## src/sv/gocm_pkg.sv

```systemverilog
// Shared types, widths and codes for the grow-only counter merge block.
// Used by gocm_apb, gocm_ctrl, gocm_dp and grow_only_counter_merge.
// No dependencies.
package gocm_pkg;

    // Built number of replica components.
    localparam int MAX_REPLICAS = 8;
    localparam int IDX_W = (MAX_REPLICAS > 1) ? $clog2(MAX_REPLICAS) : 1;
    localparam int CNT_W = $clog2(MAX_REPLICAS + 1);

    // Fixed field widths.
    localparam int CMD_W    = 2;
    localparam int INDEX_W  = 8;
    localparam int VALUE_W  = 32;
    localparam int KIND_W   = 3;
    localparam int IDXRES_W = 6;
    localparam int REL_W    = 2;
    localparam int ERR_W    = 2;
    localparam int ACT_W    = 7;
    localparam int LOC_W    = 6;
    localparam int POS_W    = 7;
    localparam int APB_AW   = 3;
    localparam int APB_DW   = 32;

    localparam logic [POS_W-1:0] POS_MAX      = 7'd127;
    localparam logic [ACT_W-1:0] ACTIVE_RESET = 7'd8;
    localparam logic [LOC_W-1:0] LOCAL_RESET  = 6'd0;

    // Register index, taken from paddr[2].
    localparam logic REG_ACTIVE = 1'b0;
    localparam logic REG_LOCAL  = 1'b1;

    typedef enum logic [CMD_W-1:0] {
        CMD_INC  = 2'd0,
        CMD_SUM  = 2'd1,
        CMD_UPD  = 2'd2,
        CMD_READ = 2'd3
    } t_cmd;

    typedef enum logic [KIND_W-1:0] {
        KIND_INC   = 3'd0,
        KIND_NEWER = 3'd1,
        KIND_REL   = 3'd2,
        KIND_ELEM  = 3'd3,
        KIND_MERGE = 3'd4
    } t_kind;

    typedef enum logic [REL_W-1:0] {
        REL_EQUIV  = 2'd0,
        REL_LOCAL  = 2'd1,
        REL_REMOTE = 2'd2,
        REL_INCOMP = 2'd3
    } t_rel;

    typedef enum logic [ERR_W-1:0] {
        ERR_NONE  = 2'd0,
        ERR_COUNT = 2'd1,
        ERR_INDEX = 2'd2
    } t_err;

    typedef enum logic [3:0] {
        ST_IDLE,
        ST_FETCH,
        ST_INC,
        ST_SUM,
        ST_REL,
        ST_UPD,
        ST_MRG_RD,
        ST_MRG_WR,
        ST_MRG_OUT,
        ST_RD_FETCH,
        ST_RD_OUT
    } t_state;

    typedef enum logic [1:0] {
        ADDR_LOCAL,
        ADDR_POS,
        ADDR_INDEX,
        ADDR_COUNT
    } t_addr_sel;

    typedef enum logic [2:0] {
        OP_NONE,
        OP_INC,
        OP_SUM,
        OP_REL,
        OP_UPD,
        OP_MERGE,
        OP_MERGE_OUT,
        OP_READ_OUT
    } t_dp_op;

    typedef struct packed {
        logic      capture;
        t_addr_sel addr_sel;
        t_dp_op    op;
        logic      cnt_inc;
    } t_dp_cmd;

    typedef struct packed {
        t_cmd cmd;
        logic last;
        logic upd_bad;
        logic cnt_merge_end;
        logic cnt_read_end;
        logic slot_free;
    } t_dp_stat;

    // Number of components in use, clamped to 1..MAX_REPLICAS.
    function automatic logic [CNT_W-1:0] active_count(input logic [ACT_W-1:0] a);
        logic [CNT_W-1:0] n;
        if (a == '0) begin
            n = CNT_W'(1);
        end else if (a > ACT_W'(MAX_REPLICAS)) begin
            n = CNT_W'(MAX_REPLICAS);
        end else begin
            n = a[CNT_W-1:0];
        end
        return n;
    endfunction

endpackage

```

## src/sv/grow_only_counter_merge.sv

```systemverilog
// Grow-only counter merge engine, top level.
// Depends on gocm_pkg, gocm_apb, gocm_ctrl and gocm_dp.
//
// The block takes one item at a time: an item is accepted only while the controller is
// idle, and results go out through a one-entry output register, so a new item can be
// taken while the last result still waits. Each item passes through the transfer, a read of
// the component array (single address, registered read) and an execute step. A summary
// element that ends a summary adds a step for the relation result. A final update entry
// adds a merge sweep over every built component (read, then compare and write) and then
// the merge result; an update that named an unknown index skips the sweep and goes
// straight to the merge result. A summary read takes the transfer, a fetch step, and then
// a read and an output step for each component in use. Stalls on the output side hold
// every step that can give a result; the update step and the merge sweep do not wait.
module grow_only_counter_merge (
    input  logic                            i_clk,
    input  logic                            i_rst_n,
    input  logic                            psel,
    input  logic                            penable,
    input  logic                            pwrite,
    input  logic [gocm_pkg::APB_AW-1:0]     paddr,
    input  logic [gocm_pkg::APB_DW-1:0]     pwdata,
    output logic [gocm_pkg::APB_DW-1:0]     prdata,
    output logic                            pready,
    input  logic                            i_in_valid,
    output logic                            o_in_ready,
    input  logic [gocm_pkg::CMD_W-1:0]      i_cmd,
    input  logic [gocm_pkg::INDEX_W-1:0]    i_index,
    input  logic [gocm_pkg::VALUE_W-1:0]    i_value,
    input  logic                            i_last,
    output logic                            o_out_valid,
    input  logic                            i_out_ready,
    output logic [gocm_pkg::KIND_W-1:0]     o_kind,
    output logic [gocm_pkg::IDXRES_W-1:0]   o_index_res,
    output logic [gocm_pkg::VALUE_W-1:0]    o_value_res,
    output logic [gocm_pkg::REL_W-1:0]      o_relation,
    output logic                            o_changed,
    output logic [gocm_pkg::ERR_W-1:0]      o_error,
    output logic                            o_last_res,
    output logic [gocm_pkg::VALUE_W-1:0]    o_total
);

    logic [gocm_pkg::ACT_W-1:0] active_replicas;
    logic [gocm_pkg::LOC_W-1:0] inc_slot;
    gocm_pkg::t_dp_cmd          dp_cmd;
    gocm_pkg::t_dp_stat         dp_stat;

    gocm_apb u_apb (
        .i_clk             (i_clk),
        .i_rst_n           (i_rst_n),
        .psel              (psel),
        .penable           (penable),
        .pwrite            (pwrite),
        .paddr             (paddr),
        .pwdata            (pwdata),
        .prdata            (prdata),
        .pready            (pready),
        .o_active_replicas (active_replicas),
        .o_inc_slot        (inc_slot)
    );

    gocm_ctrl u_ctrl (
        .i_clk      (i_clk),
        .i_rst_n    (i_rst_n),
        .i_in_valid (i_in_valid),
        .o_in_ready (o_in_ready),
        .i_dp_stat  (dp_stat),
        .o_dp_cmd   (dp_cmd)
    );

    gocm_dp u_dp (
        .i_clk             (i_clk),
        .i_rst_n           (i_rst_n),
        .i_dp_cmd          (dp_cmd),
        .o_dp_stat         (dp_stat),
        .i_active_replicas (active_replicas),
        .i_inc_slot        (inc_slot),
        .i_cmd             (i_cmd),
        .i_index           (i_index),
        .i_value           (i_value),
        .i_last            (i_last),
        .o_out_valid       (o_out_valid),
        .i_out_ready       (i_out_ready),
        .o_kind            (o_kind),
        .o_index_res       (o_index_res),
        .o_value_res       (o_value_res),
        .o_relation        (o_relation),
        .o_changed         (o_changed),
        .o_error           (o_error),
        .o_last_res        (o_last_res),
        .o_total           (o_total)
    );

endmodule

```

## src/sv/gocm_apb.sv

```systemverilog
// Configuration registers of the grow-only counter merge block on an APB-style port.
// Depends on gocm_pkg.
module gocm_apb (
    input  logic                          i_clk,
    input  logic                          i_rst_n,
    input  logic                          psel,
    input  logic                          penable,
    input  logic                          pwrite,
    input  logic [gocm_pkg::APB_AW-1:0]   paddr,
    input  logic [gocm_pkg::APB_DW-1:0]   pwdata,
    output logic [gocm_pkg::APB_DW-1:0]   prdata,
    output logic                          pready,
    output logic [gocm_pkg::ACT_W-1:0]    o_active_replicas,
    output logic [gocm_pkg::LOC_W-1:0]    o_inc_slot
);

    logic [gocm_pkg::ACT_W-1:0] r_active;
    logic [gocm_pkg::LOC_W-1:0] r_local;
    logic                       wr_en;

    assign pready = 1'b1;
    assign wr_en  = psel && penable && pwrite;

    always_ff @(posedge i_clk) begin
        if (!i_rst_n) begin
            r_active <= gocm_pkg::ACTIVE_RESET;
            r_local  <= gocm_pkg::LOCAL_RESET;
        end else if (wr_en) begin
            if (paddr[2] == gocm_pkg::REG_ACTIVE) begin
                r_active <= pwdata[gocm_pkg::ACT_W-1:0];
            end else begin
                r_local <= pwdata[gocm_pkg::LOC_W-1:0];
            end
        end
    end

    always_comb begin
        if (paddr[2] == gocm_pkg::REG_LOCAL) begin
            prdata = gocm_pkg::APB_DW'(r_local);
        end else begin
            prdata = gocm_pkg::APB_DW'(r_active);
        end
    end

    assign o_active_replicas = r_active;
    assign o_inc_slot        = r_local;

endmodule

```

## src/sv/gocm_dp.sv

```systemverilog
// Datapath of the grow-only counter merge block: component and pending arrays,
// summary and update tracking, running total and the output register. Depends on gocm_pkg.
module gocm_dp (
    input  logic                            i_clk,
    input  logic                            i_rst_n,
    input  gocm_pkg::t_dp_cmd               i_dp_cmd,
    output gocm_pkg::t_dp_stat              o_dp_stat,
    input  logic [gocm_pkg::ACT_W-1:0]      i_active_replicas,
    input  logic [gocm_pkg::LOC_W-1:0]      i_inc_slot,
    input  logic [gocm_pkg::CMD_W-1:0]      i_cmd,
    input  logic [gocm_pkg::INDEX_W-1:0]    i_index,
    input  logic [gocm_pkg::VALUE_W-1:0]    i_value,
    input  logic                            i_last,
    output logic                            o_out_valid,
    input  logic                            i_out_ready,
    output logic [gocm_pkg::KIND_W-1:0]     o_kind,
    output logic [gocm_pkg::IDXRES_W-1:0]   o_index_res,
    output logic [gocm_pkg::VALUE_W-1:0]    o_value_res,
    output logic [gocm_pkg::REL_W-1:0]      o_relation,
    output logic                            o_changed,
    output logic [gocm_pkg::ERR_W-1:0]      o_error,
    output logic                            o_last_res,
    output logic [gocm_pkg::VALUE_W-1:0]    o_total
);

    localparam int MR = gocm_pkg::MAX_REPLICAS;
    localparam int AW = gocm_pkg::IDX_W;
    localparam int VW = gocm_pkg::VALUE_W;

    // Captured input item.
    gocm_pkg::t_cmd                 r_cmd;
    logic [gocm_pkg::INDEX_W-1:0]   r_idx;
    logic [VW-1:0]                  r_val;
    logic                           r_last;

    // Component and pending arrays, single address per cycle, registered read.
    logic [VW-1:0]   r_comp [MR];
    logic [MR-1:0]   r_comp_vld;
    logic [VW-1:0]   r_pend [MR];
    logic [MR-1:0]   r_pend_vld;
    logic [VW-1:0]   r_comp_rd;
    logic [VW-1:0]   r_pend_rd;

    logic [VW-1:0]                  r_total;
    logic [VW-1:0]                  n_total;
    logic [gocm_pkg::POS_W-1:0]     r_pos;
    logic                           r_sum_bad;
    logic                           r_local_gt;
    logic                           r_remote_gt;
    logic                           r_update_bad;
    logic                           r_changed;
    logic [AW-1:0]                  r_cnt;

    // Output register.
    logic                   r_out_valid;
    gocm_pkg::t_kind        r_kind,    n_kind;
    logic [gocm_pkg::IDXRES_W-1:0] r_index_res, n_index_res;
    logic [VW-1:0]          r_value_res, n_value_res;
    gocm_pkg::t_rel         r_rel,     n_rel;
    logic                   r_chg,     n_chg;
    gocm_pkg::t_err         r_err,     n_err;
    logic                   r_lst,     n_lst;
    logic [VW-1:0]          r_tot_out;
    logic                   emit;

    logic [gocm_pkg::CNT_W-1:0] n_act;
    logic [AW-1:0]   addr;
    logic            local_ok;
    logic            pos_ok;
    logic            idx_ok;
    logic            gt;
    logic            lt;
    logic            raise;
    logic            pend_we;
    logic            comp_we;
    logic [VW-1:0]   comp_wd;
    logic            rel_bad;

    assign n_act    = gocm_pkg::active_count(i_active_replicas);
    assign local_ok = gocm_pkg::INDEX_W'(i_inc_slot) < gocm_pkg::INDEX_W'(n_act);
    assign pos_ok   = gocm_pkg::INDEX_W'(r_pos) < gocm_pkg::INDEX_W'(n_act);
    assign idx_ok   = r_idx < gocm_pkg::INDEX_W'(n_act);
    assign gt       = pos_ok && (r_comp_rd > r_val);
    assign lt       = pos_ok && (r_comp_rd < r_val);
    assign raise    = r_pend_vld[addr] && (r_pend_rd > r_comp_rd);
    assign rel_bad  = r_sum_bad || (r_pos != gocm_pkg::POS_W'(n_act));

    always_comb begin
        case (i_dp_cmd.addr_sel)
            gocm_pkg::ADDR_LOCAL: addr = i_inc_slot[AW-1:0];
            gocm_pkg::ADDR_POS:   addr = r_pos[AW-1:0];
            gocm_pkg::ADDR_INDEX: addr = r_idx[AW-1:0];
            default:              addr = r_cnt;
        endcase
    end

    // Array write controls.
    always_comb begin
        comp_we = 1'b0;
        comp_wd = r_pend_rd;
        pend_we = 1'b0;
        n_total = r_total;
        case (i_dp_cmd.op)
            gocm_pkg::OP_INC: begin
                if (local_ok) begin
                    comp_we = 1'b1;
                    comp_wd = r_comp_rd + VW'(1);
                    n_total = r_total + VW'(1);
                end
            end
            gocm_pkg::OP_UPD: begin
                pend_we = idx_ok && (!r_pend_vld[addr] || (r_val > r_pend_rd));
            end
            gocm_pkg::OP_MERGE: begin
                if (raise) begin
                    comp_we = 1'b1;
                    n_total = r_total + r_pend_rd - r_comp_rd;
                end
            end
            default: begin
            end
        endcase
    end

    always_ff @(posedge i_clk) begin
        if (comp_we) begin
            r_comp[addr] <= comp_wd;
        end
        if (pend_we) begin
            r_pend[addr] <= r_val;
        end
        // A component entry never written since reset reads as zero.
        r_comp_rd <= r_comp_vld[addr] ? r_comp[addr] : '0;
        r_pend_rd <= r_pend[addr];
        if (i_dp_cmd.capture) begin
            r_cmd  <= gocm_pkg::t_cmd'(i_cmd);
            r_idx  <= i_index;
            r_val  <= i_value;
            r_last <= i_last;
        end
    end

    always_ff @(posedge i_clk) begin
        if (!i_rst_n) begin
            r_comp_vld   <= '0;
            r_pend_vld   <= '0;
            r_total      <= '0;
            r_pos        <= '0;
            r_sum_bad    <= 1'b0;
            r_local_gt   <= 1'b0;
            r_remote_gt  <= 1'b0;
            r_update_bad <= 1'b0;
            r_changed    <= 1'b0;
            r_cnt        <= '0;
        end else begin
            r_total <= n_total;
            if (comp_we) begin
                r_comp_vld[addr] <= 1'b1;
            end
            if (i_dp_cmd.capture) begin
                r_cnt <= '0;
            end else if (i_dp_cmd.cnt_inc) begin
                r_cnt <= r_cnt + AW'(1);
            end
            case (i_dp_cmd.op)
                gocm_pkg::OP_SUM: begin
                    r_local_gt  <= r_local_gt | gt;
                    r_remote_gt <= r_remote_gt | lt;
                    r_sum_bad   <= r_sum_bad | !pos_ok;
                    if (r_pos != gocm_pkg::POS_MAX) begin
                        r_pos <= r_pos + gocm_pkg::POS_W'(1);
                    end
                end
                gocm_pkg::OP_REL: begin
                    r_pos       <= '0;
                    r_sum_bad   <= 1'b0;
                    r_local_gt  <= 1'b0;
                    r_remote_gt <= 1'b0;
                end
                gocm_pkg::OP_UPD: begin
                    if (idx_ok) begin
                        r_pend_vld[addr] <= 1'b1;
                    end else begin
                        r_update_bad <= 1'b1;
                    end
                end
                gocm_pkg::OP_MERGE: begin
                    if (raise) begin
                        r_changed <= 1'b1;
                    end
                end
                gocm_pkg::OP_MERGE_OUT: begin
                    r_pend_vld   <= '0;
                    r_update_bad <= 1'b0;
                    r_changed    <= 1'b0;
                end
                default: begin
                end
            endcase
        end
    end

    // Result selection for the output register.
    always_comb begin
        emit        = 1'b0;
        n_kind      = gocm_pkg::KIND_INC;
        n_index_res = '0;
        n_value_res = '0;
        n_rel       = gocm_pkg::REL_EQUIV;
        n_chg       = 1'b0;
        n_err       = gocm_pkg::ERR_NONE;
        n_lst       = 1'b1;
        case (i_dp_cmd.op)
            gocm_pkg::OP_INC: begin
                emit = 1'b1;
                if (!local_ok) begin
                    n_err = gocm_pkg::ERR_INDEX;
                end
            end
            gocm_pkg::OP_SUM: begin
                emit        = gt;
                n_kind      = gocm_pkg::KIND_NEWER;
                n_index_res = gocm_pkg::IDXRES_W'(r_pos);
                n_value_res = r_comp_rd;
                n_lst       = 1'b0;
            end
            gocm_pkg::OP_REL: begin
                emit   = 1'b1;
                n_kind = gocm_pkg::KIND_REL;
                if (rel_bad) begin
                    n_err = gocm_pkg::ERR_COUNT;
                end else if (r_local_gt && r_remote_gt) begin
                    n_rel = gocm_pkg::REL_INCOMP;
                end else if (r_remote_gt) begin
                    n_rel = gocm_pkg::REL_REMOTE;
                end else if (r_local_gt) begin
                    n_rel = gocm_pkg::REL_LOCAL;
                end
            end
            gocm_pkg::OP_MERGE_OUT: begin
                emit   = 1'b1;
                n_kind = gocm_pkg::KIND_MERGE;
                n_chg  = r_changed;
                if (r_update_bad) begin
                    n_err = gocm_pkg::ERR_INDEX;
                end
            end
            gocm_pkg::OP_READ_OUT: begin
                emit        = 1'b1;
                n_kind      = gocm_pkg::KIND_ELEM;
                n_index_res = gocm_pkg::IDXRES_W'(r_cnt);
                n_value_res = r_comp_rd;
                n_lst       = o_dp_stat.cnt_read_end;
            end
            default: begin
            end
        endcase
    end

    always_ff @(posedge i_clk) begin
        if (!i_rst_n) begin
            r_out_valid <= 1'b0;
        end else if (emit) begin
            r_out_valid <= 1'b1;
        end else if (i_out_ready) begin
            r_out_valid <= 1'b0;
        end
    end

    always_ff @(posedge i_clk) begin
        if (emit) begin
            r_kind      <= n_kind;
            r_index_res <= n_index_res;
            r_value_res <= n_value_res;
            r_rel       <= n_rel;
            r_chg       <= n_chg;
            r_err       <= n_err;
            r_lst       <= n_lst;
            r_tot_out   <= n_total;
        end
    end

    assign o_dp_stat.cmd           = r_cmd;
    assign o_dp_stat.last          = r_last;
    assign o_dp_stat.upd_bad       = r_update_bad | !idx_ok;
    assign o_dp_stat.cnt_merge_end = (r_cnt == AW'(MR - 1));
    assign o_dp_stat.cnt_read_end  =
        ((gocm_pkg::CNT_W'(r_cnt) + gocm_pkg::CNT_W'(1)) == n_act);
    assign o_dp_stat.slot_free     = !r_out_valid || i_out_ready;

    assign o_out_valid = r_out_valid;
    assign o_kind      = r_kind;
    assign o_index_res = r_index_res;
    assign o_value_res = r_value_res;
    assign o_relation  = r_rel;
    assign o_changed   = r_chg;
    assign o_error     = r_err;
    assign o_last_res  = r_lst;
    assign o_total     = r_tot_out;

endmodule

```

## src/sv/gocm_ctrl.sv

```systemverilog
// Controller state machine of the grow-only counter merge block.
// Sequences the datapath through fetch, execute, merge and readout. Depends on gocm_pkg.
module gocm_ctrl (
    input  logic                 i_clk,
    input  logic                 i_rst_n,
    input  logic                 i_in_valid,
    output logic                 o_in_ready,
    input  gocm_pkg::t_dp_stat   i_dp_stat,
    output gocm_pkg::t_dp_cmd    o_dp_cmd
);

    gocm_pkg::t_state r_state, n_state;

    always_ff @(posedge i_clk) begin
        if (!i_rst_n) begin
            r_state <= gocm_pkg::ST_IDLE;
        end else begin
            r_state <= n_state;
        end
    end

    // Next state.
    always_comb begin
        n_state = r_state;
        case (r_state)
            gocm_pkg::ST_IDLE: begin
                if (i_in_valid) begin
                    n_state = gocm_pkg::ST_FETCH;
                end
            end
            gocm_pkg::ST_FETCH: begin
                case (i_dp_stat.cmd)
                    gocm_pkg::CMD_INC: n_state = gocm_pkg::ST_INC;
                    gocm_pkg::CMD_SUM: n_state = gocm_pkg::ST_SUM;
                    gocm_pkg::CMD_UPD: n_state = gocm_pkg::ST_UPD;
                    default:           n_state = gocm_pkg::ST_RD_FETCH;
                endcase
            end
            gocm_pkg::ST_INC: begin
                if (i_dp_stat.slot_free) begin
                    n_state = gocm_pkg::ST_IDLE;
                end
            end
            gocm_pkg::ST_SUM: begin
                if (i_dp_stat.slot_free) begin
                    n_state = i_dp_stat.last ? gocm_pkg::ST_REL : gocm_pkg::ST_IDLE;
                end
            end
            gocm_pkg::ST_REL: begin
                if (i_dp_stat.slot_free) begin
                    n_state = gocm_pkg::ST_IDLE;
                end
            end
            gocm_pkg::ST_UPD: begin
                if (!i_dp_stat.last) begin
                    n_state = gocm_pkg::ST_IDLE;
                end else if (i_dp_stat.upd_bad) begin
                    n_state = gocm_pkg::ST_MRG_OUT;
                end else begin
                    n_state = gocm_pkg::ST_MRG_RD;
                end
            end
            gocm_pkg::ST_MRG_RD: n_state = gocm_pkg::ST_MRG_WR;
            gocm_pkg::ST_MRG_WR: begin
                n_state = i_dp_stat.cnt_merge_end ? gocm_pkg::ST_MRG_OUT
                                                  : gocm_pkg::ST_MRG_RD;
            end
            gocm_pkg::ST_MRG_OUT: begin
                if (i_dp_stat.slot_free) begin
                    n_state = gocm_pkg::ST_IDLE;
                end
            end
            gocm_pkg::ST_RD_FETCH: n_state = gocm_pkg::ST_RD_OUT;
            gocm_pkg::ST_RD_OUT: begin
                if (i_dp_stat.slot_free) begin
                    n_state = i_dp_stat.cnt_read_end ? gocm_pkg::ST_IDLE
                                                     : gocm_pkg::ST_RD_FETCH;
                end
            end
            default: n_state = gocm_pkg::ST_IDLE;
        endcase
    end

    // Outputs. The address source stays fixed from fetch through execute.
    always_comb begin
        o_in_ready        = 1'b0;
        o_dp_cmd.capture  = 1'b0;
        o_dp_cmd.addr_sel = gocm_pkg::ADDR_COUNT;
        o_dp_cmd.op       = gocm_pkg::OP_NONE;
        o_dp_cmd.cnt_inc  = 1'b0;
        case (r_state)
            gocm_pkg::ST_IDLE: begin
                o_in_ready       = 1'b1;
                o_dp_cmd.capture = i_in_valid;
            end
            gocm_pkg::ST_FETCH: begin
                case (i_dp_stat.cmd)
                    gocm_pkg::CMD_INC: o_dp_cmd.addr_sel = gocm_pkg::ADDR_LOCAL;
                    gocm_pkg::CMD_SUM: o_dp_cmd.addr_sel = gocm_pkg::ADDR_POS;
                    gocm_pkg::CMD_UPD: o_dp_cmd.addr_sel = gocm_pkg::ADDR_INDEX;
                    default:           o_dp_cmd.addr_sel = gocm_pkg::ADDR_COUNT;
                endcase
            end
            gocm_pkg::ST_INC: begin
                o_dp_cmd.addr_sel = gocm_pkg::ADDR_LOCAL;
                if (i_dp_stat.slot_free) begin
                    o_dp_cmd.op = gocm_pkg::OP_INC;
                end
            end
            gocm_pkg::ST_SUM: begin
                o_dp_cmd.addr_sel = gocm_pkg::ADDR_POS;
                if (i_dp_stat.slot_free) begin
                    o_dp_cmd.op = gocm_pkg::OP_SUM;
                end
            end
            gocm_pkg::ST_REL: begin
                if (i_dp_stat.slot_free) begin
                    o_dp_cmd.op = gocm_pkg::OP_REL;
                end
            end
            gocm_pkg::ST_UPD: begin
                o_dp_cmd.addr_sel = gocm_pkg::ADDR_INDEX;
                o_dp_cmd.op       = gocm_pkg::OP_UPD;
            end
            gocm_pkg::ST_MRG_WR: begin
                o_dp_cmd.op      = gocm_pkg::OP_MERGE;
                o_dp_cmd.cnt_inc = !i_dp_stat.cnt_merge_end;
            end
            gocm_pkg::ST_MRG_OUT: begin
                if (i_dp_stat.slot_free) begin
                    o_dp_cmd.op = gocm_pkg::OP_MERGE_OUT;
                end
            end
            gocm_pkg::ST_RD_OUT: begin
                if (i_dp_stat.slot_free) begin
                    o_dp_cmd.op      = gocm_pkg::OP_READ_OUT;
                    o_dp_cmd.cnt_inc = !i_dp_stat.cnt_read_end;
                end
            end
            default: begin
            end
        endcase
    end

endmodule

```

## config.mk

```make
export PLATFORM = sky130hd
export DESIGN_NAME = grow_only_counter_merge
export DESIGN_NICKNAME = d
export VERILOG_FILES = /design/src/sv/gocm_pkg.sv /design/src/sv/grow_only_counter_merge.sv /design/src/sv/gocm_apb.sv /design/src/sv/gocm_dp.sv /design/src/sv/gocm_ctrl.sv
export SDC_FILE = /design/constraint.sdc
export NUM_CORES = 1
export LEC_CHECK = 0
export BUFFER_PORTS_ARGS = -buffer_cell sky130_fd_sc_hd__buf_4
export CAP_MARGIN = 20
export CORE_MARGIN = 1.5
export CORE_UTILIZATION = 55
export DETAILED_ROUTE_END_ITERATION = 16
export PLACE_DENSITY = 0.73
export SLEW_MARGIN = 10
export SYNTH_ARGS = -nofsm -noshare
export SYNTH_HDL_FRONTEND = slang
export SYNTH_SLANG_ARGS = --single-unit
```

## constraint.sdc

```tcl
create_clock -name i_clk -period 6.44 [get_ports i_clk]
set_input_delay 0.322 -clock i_clk [delete_from_list [all_inputs] [get_ports i_clk]]
set_output_delay 0.322 -clock i_clk [all_outputs]
set_load 0.03 [all_outputs]
```

==> key figures, run 1 <==
Min path
  – Sink of the worst hold path: u_dp.o_out_valid
  – Worst Hold Launch: i_out_ready
  – HP Class: input port to flop
  – Hold Crit Depth: 3

Timing
  – Final setup fails: 0
  – Hold_ws: 114 ps
  – Hold Fails Final Rpt: 0
  – Tmin final: 5200 ps
  – Slew Viols, Final: 0
  – Fmax: between 0.15 and 0.2 GHz
  – Period utilization: 0.808
  – Fin Clk Skew: approximately 25 ps
  – Worst slew margin: 0.277
  – RSZ-0062 raised after global routing: no
  – TNS Setup: 0 ps
  – Slew @ Worst Pin: roughly 1100 ps

Layout
  – Nets: between 3,000 and 4,000
  – Multi-input logic area: roughly 0.011 mm²
  – Register area: 0.0219 mm²
  – Area Growth Syn to Fin: 15.3%
  – Layout cells sized above 1: 0.128
  – Fill cells: 4,613

Yosys
  – Most frequent cell after synthesis: edfxtp_1
  – Synth top area share: 0.551
  – Top_reg_cell synth: edfxtp_1
  – Seq cells post-synth: around 800
  – Synth cell count leaders: 634 x edfxtp_1, 201 x inv_1, 170 x nand2_1, 156 x a22oi_1, 145 x dfxtp_1
  – Post-synth EDFFs: 634
  – Yosys warns: 0
  – Fraction of registers with async set/reset: 0
  – Mapped cell area: roughly 0.035 mm²
  – Post-Syn Instances: approximately 2,700
  – Largest area contributor in the netlist: edfxtp_1
  – Sequential area share after synthesis: 0.635
  – Synth area leaders: edfxtp_1 55%, dfxtp_1 8.4%, ha_1 5.1%
  – Syn Area/Cell: between 10 and 15 µm²
  – Cell variety after synth: 84

CTS
  – Clock transition at path regs: around 70 ps
  – Clk root buf: clkbuf_16
  – Clock Latency Late Sink: 640 ps
  – CTS tree: built
  – Sink Count: 779
  – Post-CTS sizing: 0
  – H-Tree Depth: 3
  – Post-CTS Setup Repair Bufs: 0
  – Clock Path Buffers: 3
  – Hold buffer count at cts: 50
  – CTS Buf Count: 79

Worst setup path
  – Peak per-stage delay on the critical path: between 700 and 800 ps
  – Required time worst endpoint: just under 7000 ps
  – Worst R2R Setup Slack: 1240 ps
  – CP Class: flop to flop
  – Worst-path cell chain: nand2b_1 > or3_1 > a21o_1 > and3_1 > and4_1 > a221oi_2 > nand3_1 > o21ai_0 > nand2_1 > nor2_4 > buf_4
  – Worst Path Max Fanout: 23
  – R2R cell count: 11
  – Worst r2r src: u_ctrl.r_state[0]
  – Critical Path Source Type: flop
  – Arrival time worst endpoint: around 5500 ps
  – Worst r2r dst: u_dp.r_pend[0][11]
  – Critical Path End Type: flop
  – Cell family with most CP delay: simple AND/OR/NAND/NOR gates
  – Worst Path Buf+Inv: 1
  – CP max stage cell: dfxtp_1

Die
  – I/O Pins: roughly 200
  – Die W: ~250 µm
  – Die height: 254 µm
  – Starting density of the core: 0.558
  – Die ar.: approximately 0.064 mm²
  – Core ar.: between 0.06 and 0.07 mm²
  – Rows: slightly above 90

Global route
  – Vias in the first global route: approximately 23,000
  – Grt ovf: 0
  – Total GRT Usage: 0.290
  – Initial antenna violation count: 0
  – Pin count of the biggest net entering global routing: 62
  – First-pass GRT wire length: ~140,000 µm

Pwr
  – Pwr/cell area: 316 mW/mm²
  – LEAKAGE: 14.4 nW
  – Maximum vdd drop: about 0.22 mV

Route
  – Vias per cell: ~6.2
  – Via count: around 24,000
  – Routed Antenna Nets: 0
  – Drt pass-1 iters: 8
  – Iter 0 DRT Violations: about 2,700
  – DRC viols: 0
  – Drt wl/cell: around 25 µm
  – Post-Route WL: 93,400 µm

Placed design
  – Detailed Place HPWL: roughly 60,000 µm
  – GP Congestion: a little over 0.9
  – # port buffers: roughly 150

Outcome
  – Outcome: completed

Run
  – Max-cap violations: 0
==> per-stage QoR <==
| stage | total power [mW] | cells | setup slack [ps] | instance area, µm² | utilization |
|---|---|---|---|---|---|
| after floorplan | 7.35 | 2712 | 485 | 34600 | - |
| after global placement | 7.94 | 3610 | 1420 | 36700 | 0.592 |
| after detailed placement | 8.02 | 3610 | 1330 | 36700 | 0.592 |
| after CTS | 12.6 | 3808 | 1280 | 39800 | 0.643 |
| after global routing | 13.1 | 3809 | 906 | 39800 | 0.643 |
| final | 12.6 | 3810 | 1240 | 39800 | 0.643 |
==> sequential cells by signal, indices dropped and copies added (netlist names), 8 cells and up <==
register	count
u_dp.r_total	32
u_dp.r_pend_rd	32
u_dp.r_pend	256
u_dp.r_val	32
u_dp.r_pend_vld	8
u_dp.o_total	32
u_dp.r_comp_vld	8
u_dp.r_comp	256
u_dp.r_comp_rd	32
u_dp.r_idx	8
u_dp.o_value_res	32
==> report_power, final <==
part	internal, mW	switching (mW)
Combinational	0.756	1.30
Sequential	5.72	0.207
Clock	2.67	1.95
==> cells by family (layout without fill, tap and decap cells) <==
kind of cell / Yosys count / in the layout / share of synthesized area
other: 2 / 27 / 0.000217
XOR/XNOR: 77 / 77 / 0.0195
flip-flops: 779 / 779 / 0.635
adder cells (fa/ha/maj): 173 / 173 / 0.0694
AND/OR/NAND/NOR: 633 / 633 / 0.0915
multiplexers: 31 / 31 / 0.00924
AO/OA/AOI/OAI: 655 / 655 / 0.134
buffers and inverters: 338 / 598 / 0.0406
==> cell usage in the layout, fill, tap and decap left out, types with 9 or more instances in the layout <==
cell type | netlist | final
edfxtp_1 | 634 | 634
clkinv_1 | 0 | 11
inv_1 | 201 | 201
o21ai_0 | 68 | 68
clkbuf_16 | 0 | 79
nor2_4 | 0 | 11
o211ai_1 | 15 | 15
nor2_1 | 128 | 117
xor2_1 | 15 | 15
conb_1 | 2 | 26
fa_1 | 31 | 31
nand2b_1 | 12 | 12
a21oi_1 | 114 | 114
or3_1 | 9 | 9
mux2i_1 | 24 | 24
nor2b_1 | 19 | 17
clkbuf_1 | 85 | 11
a22oi_1 | 156 | 156
and3_1 | 23 | 22
ha_1 | 142 | 142
a22o_1 | 46 | 46
nand2_1 | 170 | 169
a21o_1 | 32 | 32
nor3_1 | 37 | 30
and2_1 | 73 | 72
xnor2_1 | 62 | 62
nand3_1 | 67 | 67
dfxtp_1 | 145 | 145
nor4_1 | 15 | 15
clkinv_2 | 0 | 16
buf_4 | 27 | 197
nand4_1 | 53 | 53
a31oi_1 | 50 | 50
o21a_1 | 26 | 26
a221oi_1 | 58 | 58
dlygate4sd3_1 | 0 | 50
==> routing by layer <==
metal,part of all wire,vias up,GRT usage
li1,-,10545,-
met1,0.41,11668,0.401
met2,0.47,1178,0.468
met3,0.090,175,0.0395
met4,0.033,0,0.111
met5,0,-,0
==> layout make-up <==
| type | instances | share of cell area |
|---|---|---|
| diodes | 1 | 0.0000628 |
| clock buffers | 96 | 0.0527 |
| clock inverters | 52 | 0.0133 |
| inverters | 201 | 0.0189 |
| multi-input cells | 1595 | 0.287 |
| flip-flops and latches | 779 | 0.551 |
| well taps | 837 | 0.0263 |
| repair buffers | 249 | 0.0505 |
==> worst max-delay path by stage <==
| stage | from | end | slack, ps | depth (start not counted) |
|---|---|---|---|---|
| global route | u_ctrl.r_state[0] | u_dp.r_pend[0][11] | 910 | 11 |
| finish | u_ctrl.r_state[0] | u_dp.r_pend[0][11] | 1240 | 11 |
| CTS | u_ctrl.r_state[0] | u_dp.r_pend[0][11] | 1280 | 11 |
| detailed placement | u_ctrl.r_state[0] | u_dp.r_pend[0][12] | 1330 | 11 |
| global placement | u_dp.r_val[25] | u_dp.o_value_res[16] | 1420 | 11 |
| floorplan | u_apb.o_active_replicas[3] | u_dp.o_changed | 480 | 10 |
==> worst reg2reg max path: stages, from the launching register on <==
cell,delay (ps)
dfxtp_1,790
nand2b_1,280
or3_1,410
a21o_1,210
and3_1,550
and4_1,400
a221oi_2,350
nand3_1,210
o21ai_0,180
nand2_1,340
nor2_4,670
buf_4,460
(Power assumes the default switching activity.)
==> run 2, diff against run 1 <==
- clock period: 6.44 -> 5.3 ns (I/O delays scaled with it)
==> key figures, run 2 (same netlist as run 1, synthesis figures left out) <==
Placed design
  – Detailed Place HPWL: 62,100 µm
  – Dpl cells: around 3,600
  – # port buffers: 145
  – Placed inst area: between 0.03 and 0.04 mm²
  – Place WS: 775 ps
  – GP Congestion: between 0.9 and 1

Route
  – Routed met3 length: just under 9000 µm
  – Drt wl/cell: 25.0 µm
  – Via count: 23,792
  – Vias per cell: 6.21
  – Routed Antenna Nets: 0
  – Post-Route WL: approximately 96,000 µm
  – Highest metal used: met4
  – Iter 0 DRT Violations: 2,797
  – Wl on met1: ~38,000 µm
  – Routed wl met2: 45,500 µm
  – DRC viols: 0
  – Drt pass-1 iters: 6

CTS
  – H-Tree Depth: 3
  – Clock transition at path regs: roughly 60 ps
  – CTS Buf Count: 80
  – Clock Path Buffers: 3
  – Sink Count: about 780
  – Clock Latency Late Sink: around 640 ps
  – Post-CTS sizing: 0
  – Post-CTS Setup Repair Bufs: 0
  – CTS tree: built
  – Hold buffer count at cts: 50
  – Clk root buf: clkbuf_16

Timing
  – Final WS setup: around 680 ps
  – Final setup fails: 0
  – RSZ-0062 raised after global routing: no
  – TNS Setup: 0 ps
  – Fmax: roughly 0.22 GHz
  – Tmin final: about 4600 ps
  – Hold Fails Final Rpt: 0
  – Slew @ Worst Pin: around 1100 ps
  – Worst slew margin: 0.264
  – Fin Clk Skew: roughly 23 ps
  – Slew Viols, Final: 0
  – Period utilization: 0.871

Layout
  – Util after Layout: 0.649
  – Largest regs: u_dp.r_comp: 256 flops, u_dp.r_pend: 256 flops
  – Most common cell after layout, fill and taps aside: edfxtp_1
  – Layout cells sized above 1: 0.133
  – Nets: about 3,200
  – Area Growth Syn to Fin: 16.3%
  – Antenna cell count: 0
  – Most frequent cells in the layout: 634 x edfxtp_1, 213 x buf_4, 201 x inv_1
  – Non-Filler Instances: between 3,000 and 4,000
  – Post-route cell area: 0.0402 mm²

Pwr
  – Clock share of power: 0.368
  – Switching Fraction: 0.271
  – Pwr/cell area: 384 mW/mm²
  – Maximum vdd drop: between 0.2 and 0.3 mV
  – P_int: approximately 11 mW
  – Seq pwr share: 0.466
  – Net switching power: roughly 4.2 mW
  – Logic gate share of total power: 0.166
  – LEAKAGE: between 10 and 15 nW

Worst setup path
  – Arrival time worst endpoint: about 4900 ps
  – Worst-path cell chain: inv_1 > ha_1 > nand4_1 > or2_2 > nor4_1 > buf_4 > a2111oi_0 > buf_4 > a311oi_1 > o22ai_1 > nor2_4 > buf_12
  – Critical Path End Type: flop
  – CP Class: flop to flop
  – Required time worst endpoint: roughly 5600 ps
  – Worst Path Max Fanout: 57
  – Critical Path Source Type: flop
  – Peak per-stage delay on the critical path: approximately 740 ps
  – Critical Path Most Common Cell: buf_4
  – CP max stage cell: a311oi_1
  – Cell family with most CP delay: simple AND/OR/NAND/NOR gates
  – Worst Path Buf+Inv: 4

Die
  – I/O Pins: just under 200
  – Starting density of the core: 0.558
  – Die W: 254 µm
  – Die height: ~250 µm
  – Rows: 91
  – Die ar.: between 0.06 and 0.07 mm²
  – Core ar.: between 0.06 and 0.07 mm²

Global route
  – First-pass GRT wire length: around 140,000 µm
  – Total GRT Usage: 0.301
  – Vias in the first global route: 23,053
  – Initial antenna violation count: 2
  – Grt ovf: 0
  – Pin count of the biggest net entering global routing: 62

Min path
  – HP Class: input port to flop

Run
  – Max-cap violations: 0

Outcome
  – Outcome: completed
==> run 2: worst register-to-register path, stage by stage, from the launching register on <==
cell and delay (ps):
edfxtp_1 670, inv_1 100, ha_1 310, nand4_1 80, or2_2 300, nor4_1 330, buf_4 200, a2111oi_0 90
buf_4 180, a311oi_1 740, o22ai_1 260, nor2_4 620, buf_12 340
==> run 2: metrics by stage <==
stage	hold slack [ps]	total power [mW]
final	45.2	15.4
after global routing	62.6	16.0
after CTS	34.8	15.4
after detailed placement	444	9.78
after global placement	443	9.71
after floorplan	364	8.93
==> run 2: power by group through the flow <==
| stage | Combinational, mW | Clock, mW | Sequential (mW) |
|---|---|---|---|
| after floorplan | 1.72 | 0 | 7.21 |
| after global routing | 2.81 | 5.98 | 7.19 |
| after global placement | 2.41 | 0 | 7.30 |
| final | 2.56 | 5.67 | 7.19 |
| after CTS | 2.52 | 5.73 | 7.18 |
| after detailed placement | 2.48 | 0 | 7.31 |
==> run 2: routing by layer <==
metal  vias up  GRT usage
li1      10608          -
met1     11743      0.412
met2      1251      0.485
met3       190     0.0481
met4         0      0.114
met5         -          0
==> run 2: cell type report <==
type / instances / area, µm²
clock inverter: 37 / 405
tap: 837 / 1050
multi-input combinational: 1595 / 11400
clock buffer: 110 / 2260
inverter: 201 / 754
fill: 4596 / 21800
timing repair buffer: 274 / 2320
sequential: 779 / 21900
==> run 2: final timing paths <==
path                            slack [ps]               start  cells past startpoint                          to
worst max register to register         680      u_dp.r_val[27]                     12        u_dp.o_value_res[16]
worst max-delay path                   680      u_dp.r_val[27]                     12        u_dp.o_value_res[16]
worst min register to register         470  u_dp.r_comp_vld[3]                      1          u_dp.r_comp_vld[3]
worst min-delay path                    50             i_rst_n                      2  u_apb.o_active_replicas[3]
